===== config.mk =====
export PLATFORM = sky130hd
export DESIGN_NAME = ordered_list_engine_top
export DESIGN_NICKNAME = d
export VERILOG_FILES = /design/src/sv/ole_pkg.sv /design/src/sv/ole_front.sv /design/src/sv/ole_back.sv /design/src/sv/ordered_list_engine_top.sv
export SDC_FILE = /design/constraint.sdc
export NUM_CORES = 1
export LEC_CHECK = 0
export ABC_CLOCK_PERIOD_IN_PS = 7000
export BUFFER_PORTS_ARGS = -buffer_cell sky130_fd_sc_hd__buf_2
export CORE_MARGIN = 2
export CORE_UTILIZATION = 30
export CTS_BUF_LIST = sky130_fd_sc_hd__clkbuf_16
export DETAILED_ROUTE_END_ITERATION = 8
export PLACE_DENSITY = 0.42
export SLEW_MARGIN = 0
export SYNTH_ARGS = -nofsm -noshare
export SYNTH_HDL_FRONTEND = slang
export SYNTH_HIERARCHICAL = 1
export SYNTH_SLANG_ARGS = --single-unit

===== constraint.sdc =====
create_clock -name clk -period 7 [get_ports clk]
set_input_delay 1.4 -clock clk [delete_from_list [all_inputs] [get_ports clk]]
set_output_delay 1.4 -clock clk [all_outputs]
set_load 0.02 [all_outputs]

===== src/sv/ole_pkg.sv =====
`timescale 1ns / 1ps
// Package for the ordered list engine: sizes, request codes and the command type.
// It depends on nothing; every module of the block imports it.
package ole_pkg;

    localparam int CAPACITY    = 16;
    localparam int CNT_W       = $clog2(CAPACITY + 1);
    localparam int VALUE_W     = 32;
    localparam int REQ_W       = 2;
    localparam int COUNT_OUT_W = 5;

    localparam logic [REQ_W-1:0] REQ_FRONT  = 2'd0;
    localparam logic [REQ_W-1:0] REQ_BACK   = 2'd1;
    localparam logic [REQ_W-1:0] REQ_REMOVE = 2'd2;
    localparam logic [REQ_W-1:0] REQ_FIND   = 2'd3;

    typedef enum logic [1:0] {
        OP_INS_FRONT,
        OP_INS_BACK,
        OP_REMOVE,
        OP_FIND
    } op_t;

    typedef struct packed {
        op_t                       op;
        logic signed [VALUE_W-1:0] value;
    } cmd_t;

endpackage


===== src/sv/ole_front.sv =====
`timescale 1ns / 1ps
// Front end of the ordered list engine: accepts requests, decodes them into commands
// and holds them in a two-entry queue for the back end. Depends on ole_pkg.
module ole_front
    import ole_pkg::*;
(
    input  logic                       clk,
    input  logic                       rst_n,
    input  logic                       s_tvalid,
    output logic                       s_tready,
    input  logic signed [VALUE_W-1:0]  s_tdata,
    input  logic [REQ_W-1:0]           s_tuser,
    output logic                       cmd_valid,
    input  logic                       cmd_ready,
    output cmd_t                       cmd
);

    logic [1:0] fill_reg;
    logic [1:0] fill_next;
    logic       wr_ptr_reg;
    logic       wr_ptr_next;
    logic       rd_ptr_reg;
    logic       rd_ptr_next;
    cmd_t       slot_reg [2];
    cmd_t       decoded;
    logic       push;
    logic       pop;

    always_comb
    begin
        unique case (s_tuser)
            REQ_FRONT:  decoded.op = OP_INS_FRONT;
            REQ_BACK:   decoded.op = OP_INS_BACK;
            REQ_REMOVE: decoded.op = OP_REMOVE;
            REQ_FIND:   decoded.op = OP_FIND;
            default:    decoded.op = OP_FIND;
        endcase
        decoded.value = s_tdata;
    end

    assign s_tready  = (fill_reg != 2'd2);
    assign cmd_valid = (fill_reg != 2'd0);
    assign cmd       = slot_reg[rd_ptr_reg];
    assign push      = s_tvalid && s_tready;
    assign pop       = cmd_valid && cmd_ready;

    always_comb
    begin
        fill_next   = fill_reg;
        wr_ptr_next = wr_ptr_reg;
        rd_ptr_next = rd_ptr_reg;
        if (push)
        begin
            wr_ptr_next = ~wr_ptr_reg;
        end
        if (pop)
        begin
            rd_ptr_next = ~rd_ptr_reg;
        end
        if (push && !pop)
        begin
            fill_next = fill_reg + 2'd1;
        end
        else if (pop && !push)
        begin
            fill_next = fill_reg - 2'd1;
        end
    end

    always_ff @(posedge clk or negedge rst_n)
    begin
        if (!rst_n)
        begin
            fill_reg   <= 2'd0;
            wr_ptr_reg <= 1'b0;
            rd_ptr_reg <= 1'b0;
        end
        else
        begin
            fill_reg   <= fill_next;
            wr_ptr_reg <= wr_ptr_next;
            rd_ptr_reg <= rd_ptr_next;
        end
    end

    always_ff @(posedge clk)
    begin
        if (push)
        begin
            slot_reg[wr_ptr_reg] <= decoded;
        end
    end

endmodule


===== src/sv/ole_back.sv =====
`timescale 1ns / 1ps
// Back end of the ordered list engine: a row of cells with per-cell compare and shift,
// the entry count and the result register. Depends on ole_pkg.
module ole_back
    import ole_pkg::*;
(
    input  logic                    clk,
    input  logic                    rst_n,
    input  logic                    cmd_valid,
    output logic                    cmd_ready,
    input  cmd_t                    cmd,
    output logic                    m_tvalid,
    input  logic                    m_tready,
    output logic [7:0]              m_tdata
);

    logic signed [VALUE_W-1:0] cell_reg  [CAPACITY];
    logic signed [VALUE_W-1:0] cell_next [CAPACITY];
    logic [CNT_W-1:0]          count_reg;
    logic [CNT_W-1:0]          count_next;
    logic                      out_valid_reg;
    logic                      out_valid_next;
    logic                      hit_reg;
    logic                      hit_next;
    logic                      rejected_reg;
    logic                      rejected_next;
    logic [CAPACITY-1:0]       match;
    logic [CAPACITY-1:0]       at_or_after;
    logic                      seen;
    logic                      any_match;
    logic                      full;
    logic                      fire;
    logic [CNT_W+COUNT_OUT_W-1:0] count_ext;

    assign cmd_ready = !out_valid_reg || m_tready;
    assign fire      = cmd_valid && cmd_ready;
    assign full      = (count_reg == CNT_W'(CAPACITY));

    always_comb
    begin
        seen = 1'b0;
        for (int i = 0; i < CAPACITY; i++)
        begin
            match[i]       = (CNT_W'(i) < count_reg) && (cell_reg[i] == cmd.value);
            seen           = seen || match[i];
            at_or_after[i] = seen;
        end
        any_match = seen;
    end

    always_comb
    begin
        for (int i = 0; i < CAPACITY; i++)
        begin
            cell_next[i] = cell_reg[i];
        end
        count_next     = count_reg;
        hit_next       = hit_reg;
        rejected_next  = rejected_reg;
        out_valid_next = out_valid_reg;
        if (out_valid_reg && m_tready)
        begin
            out_valid_next = 1'b0;
        end
        if (fire)
        begin
            out_valid_next = 1'b1;
            hit_next       = 1'b0;
            rejected_next  = 1'b0;
            unique case (cmd.op)
                OP_INS_FRONT:
                begin
                    if (full)
                    begin
                        rejected_next = 1'b1;
                    end
                    else
                    begin
                        cell_next[0] = cmd.value;
                        for (int i = 1; i < CAPACITY; i++)
                        begin
                            cell_next[i] = cell_reg[i-1];
                        end
                        count_next = count_reg + CNT_W'(1);
                    end
                end
                OP_INS_BACK:
                begin
                    if (full)
                    begin
                        rejected_next = 1'b1;
                    end
                    else
                    begin
                        for (int i = 0; i < CAPACITY; i++)
                        begin
                            if (CNT_W'(i) == count_reg)
                            begin
                                cell_next[i] = cmd.value;
                            end
                        end
                        count_next = count_reg + CNT_W'(1);
                    end
                end
                OP_REMOVE:
                begin
                    hit_next = any_match;
                    if (any_match)
                    begin
                        for (int i = 0; i < CAPACITY - 1; i++)
                        begin
                            if (at_or_after[i])
                            begin
                                cell_next[i] = cell_reg[i+1];
                            end
                        end
                        count_next = count_reg - CNT_W'(1);
                    end
                end
                OP_FIND:
                begin
                    hit_next = any_match;
                end
                default:
                begin
                    hit_next = 1'b0;
                end
            endcase
        end
    end

    always_ff @(posedge clk or negedge rst_n)
    begin
        if (!rst_n)
        begin
            count_reg     <= '0;
            out_valid_reg <= 1'b0;
        end
        else
        begin
            count_reg     <= count_next;
            out_valid_reg <= out_valid_next;
        end
    end

    always_ff @(posedge clk)
    begin
        for (int i = 0; i < CAPACITY; i++)
        begin
            cell_reg[i] <= cell_next[i];
        end
        hit_reg      <= hit_next;
        rejected_reg <= rejected_next;
    end

    assign count_ext = {{COUNT_OUT_W{1'b0}}, count_reg};
    assign m_tvalid  = out_valid_reg;
    assign m_tdata   = {1'b0, count_ext[COUNT_OUT_W-1:0], rejected_reg, hit_reg};

endmodule


===== src/sv/ordered_list_engine_top.sv =====
`timescale 1ns / 1ps
// Top level of the ordered list engine: front end queue and back end cell row.
// Depends on ole_pkg, ole_front and ole_back.
//
//   Channel  Direction  Contents
//   s_*      in         request: tuser = req_type, tdata = value
//   m_*      out        result: tdata = hit, rejected, entry_count, zero pad
//
// The cell row takes one request per cycle as long as each result is taken without a stall.
// A request passes through a queue slot, then the result register, on its way to the result.
// Reset clears the entry count and the queue; the cells themselves are not cleared.
// A stalled result holds the cell row; the two-entry queue keeps taking requests until full.
module ordered_list_engine_top
    import ole_pkg::*;
(
    input  logic                      clk,
    input  logic                      rst_n,
    input  logic                      s_tvalid,
    output logic                      s_tready,
    input  logic signed [VALUE_W-1:0] s_tdata,   // [31:0] value
    input  logic [REQ_W-1:0]          s_tuser,   // [1:0] req_type
    output logic                      m_tvalid,
    input  logic                      m_tready,
    output logic [7:0]                m_tdata    // [0] hit, [1] rejected, [6:2] entry_count
);

    logic cmd_valid;
    logic cmd_ready;
    cmd_t cmd;

    ole_front u_front (
        .clk       (clk),
        .rst_n     (rst_n),
        .s_tvalid  (s_tvalid),
        .s_tready  (s_tready),
        .s_tdata   (s_tdata),
        .s_tuser   (s_tuser),
        .cmd_valid (cmd_valid),
        .cmd_ready (cmd_ready),
        .cmd       (cmd)
    );

    ole_back u_back (
        .clk       (clk),
        .rst_n     (rst_n),
        .cmd_valid (cmd_valid),
        .cmd_ready (cmd_ready),
        .cmd       (cmd),
        .m_tvalid  (m_tvalid),
        .m_tready  (m_tready),
        .m_tdata   (m_tdata)
    );

endmodule


==> impl_metrics.py <==
metrics = {
    "run_status": {
        "status": "finished, final reports clean",
    },
    "worst_setup_path": {
        "reg2reg_to": "u_back/cell_reg[0][168]",
        "cp-end-kind": "flop",
        "r2r_start": "u_front/rd_ptr_reg",
        "worstPathMaxFanout": 32,
        "max_stage_delay_ns": 0.77,
        "crit_path_end": "u_back/cell_reg[0][168]",
        "cp.required_ns": 7.26,
        "critical_path_class": "reg2reg",
        "worstPathCellList": "buf_4, mux2_4, xnor2_1, nor4b_1, nand4_1, or4_1, nand4_1, or4_1, o21ai_4, a211oi_4, buf_4",
        "crit_path_top_delay_cell": "dfrtp_2",
        "rr_worst_depth": 11,
        "start_kind": "flop",
        "cp-startpoint": "u_front/rd_ptr_reg",
        "r2r_slack_ns": 1.56,
        "worstPathArrival_ns": 5.70,
    },
    "clock_network": {
        "cts_hold_buf": 0,
        "htreeDepth": 3,
        "cts_root_buf": "clkbuf_16",
        "post-cts-setup-buffers": 0,
        "cts.sinks": 592,
        "cts_resized": 0,
        "insertion_delay_ns": 0.64,
        "numCtsBuffers": 72,
        "cts_buffer_depth": 3,
        "clkTransAtPathRegs_ns": 0.06,
        "tritoncts": "yes",
    },
    "detailed_routing": {
        "vias_per_cell": 5.67,
        "first_iter_violations": 3601,
        "vias": 27670,
        "antenna_left": 0,
        "drt_wl_total_mm": 160,
        "drc": 0,
        "wl_per_cell_um": 32.8,
        "dr.pass1.iters": 5,
    },
    "synth": {
        "ys.flop_type": "edfxtp_1",
        "synth.avg_cell_area_um2": 10.0,
        "ys_ff_latch": 592,
        "yosysTopAreaCellShare_pct": 51.9,
        "yosysTopAreaCell": "edfxtp_1",
        "syn_inst": 3365,
        "synth_cell_types": 67,
        "yosysMostFrequentCell": "edfxtp_1",
        "syn_area_um2": 33700,
        "synth_edf_count": 582,
        "synth_nets": 3414,
        "ys_seq_area_share_pct": 52.6,
        "synthArstFlopShare_pct": 1.69,
        "synthTopCellsByArea": "edfxtp_1 52%, xor2_1 8.6%, a21oi_1 6.7%",
        "synthTopCellsByCount": "582 x edfxtp_1, 498 x nor2_1, 490 x nand2_1, 454 x a21oi_1, 330 x xor2_1",
        "yosysWarnings": 6,
    },
    "cells_and_area": {
        "n_antenna_cell": 0,
        "syn_to_final_growth_pct": 12.8,
        "drive_above_1_share_pct": 9.72,
        "largest_reg_flops": 512,
        "instances_no_fill": 4883,
        "layout.nets": 3391,
    },
    "placed_design": {
        "gp_congestion": 0.915,
        "place_inst": 4756,
        "hpwlAfterDp_mm": 112,
        "io_buffers": 46,
    },
    "worst_hold_path": {
        "whs_path_depth": 1,
        "hp-class": "reg2reg",
    },
    "timing": {
        "slew_violations": 0,
        "hold_viol_final": 0,
        "tns_ns": 0,
        "fmaxAchievable_mhz": 184,
        "rsz0062_at_grt": "no",
        "relSlewSlack_pct": 23.3,
        "worstMarginPinSlew_ns": 1.15,
        "setup_viol": 0,
        "fin_crit_ns": 5.44,
        "min_period_over_period_pct": 77.7,
        "skew_ns": 0.0252,
    },
    "grt": {
        "track_usage_pct": 27.1,
        "grt_pass1_wl_mm": 220,
        "grt_max_degree": 198,
        "grt_pass1_vias": 27587,
        "grt-ovfl-total": 0,
        "antenna_found_initial": 5,
    },
    "die": {
        "row_count": 122,
        "die-width_um": 339,
        "core-area_um2": 111000,
        "floorplan.initialDensity_pct": 30.4,
        "io_pins": 48,
        "dieArea_um2": 115000,
        "die_y_um": 339,
    },
    "run": {
        "drv_cap": 0,
    },
}
-- worst max-delay path, delay by kind of cell (launching register included) --
kind            cells  cell delay, ns
flops               1            0.77
compound gates      2            0.69
mux                 1            0.52
xor+xnor            1            0.33
simple gates        5            1.81
buf+inv             2            0.87
-- stage by stage --
stage	utilization (%)	cell area [um^2]	worst slack [ns]	hold slack (ns)
after floorplan	-	33700	1.24	0.456
after global placement	32.1	35700	1.62	0.484
after detailed placement	32.1	35700	1.62	0.489
after CTS	34.3	38000	1.59	0.498
after global routing	34.3	38000	1.31	0.524
final	34.3	38000	1.56	0.495
-- logic make-up (layout without fill, tap and decap cells) --
logic type	Yosys count	after routing	share of synthesized area, %
other	1	1	0.0111
adders and majority gates	11	11	0.409
buffers and inverters	243	273	3.21
and+or+nand+nor	1369	1369	18.3
DFF	592	592	52.6
xor gates and xnor gates	521	521	13.5
muxes	67	67	2.56
AOI/OAI and AO/OA	561	561	9.35
-- area by class of cell --
cell class,instances,area [um^2]
Multi-Input combinational cell,2530,15100
Timing Repair Buffer,135,936
Fill cell,11508,73000
Tap cell,1488,1860
Clock inverter,50,425
Inverter,11,41.3
Sequential cell,592,17700
Clock buffer,77,1930
-- per-layer routing --
metal | wire length (um) | global-route usage, % | vias up
met5 | 13 | 0 | -
met4 | 6690 | 10.5 | 2
met3 | 11500 | 4.30 | 327
met2 | 74000 | 43.6 | 1367
met1 | 67900 | 36.4 | 14098
li1 | - | - | 11876
-- layout by cell type, fill, tap and decap left out, types with 31 or more instances in the layout --
master     count
nor2_1       497
buf_2         46
xnor2_1      191
nor4_1       134
nand3_1       33
mux2_2        37
a22o_1        32
clkbuf_16     77
nand4_1       95
xor2_1       330
a21boi_1      31
edfxtp_1     582
a21oi_1      454
nand2_1      490
nor3_1        34
buf_4         86
-- worst min-delay path by stage --
stage,startpoint,to,slack (ns)
2_1_floorplan,u_front/fill_reg[1],u_front/fill_reg[1],0.46
3_3_place_gp,u_front/fill_reg[1],u_front/fill_reg[1],0.48
3_5_place_dp,u_front/fill_reg[1],u_front/fill_reg[1],0.49
4_1_cts,u_front/fill_reg[1],u_front/fill_reg[1],0.50
5_1_grt,u_front/fill_reg[1],u_front/fill_reg[1],0.52
6_report,u_front/fill_reg[1],u_front/fill_reg[1],0.50
Power is left out: the tool's default activity adds up to more than one toggle a clock period on the data nets, which glitch-free logic cannot reach.
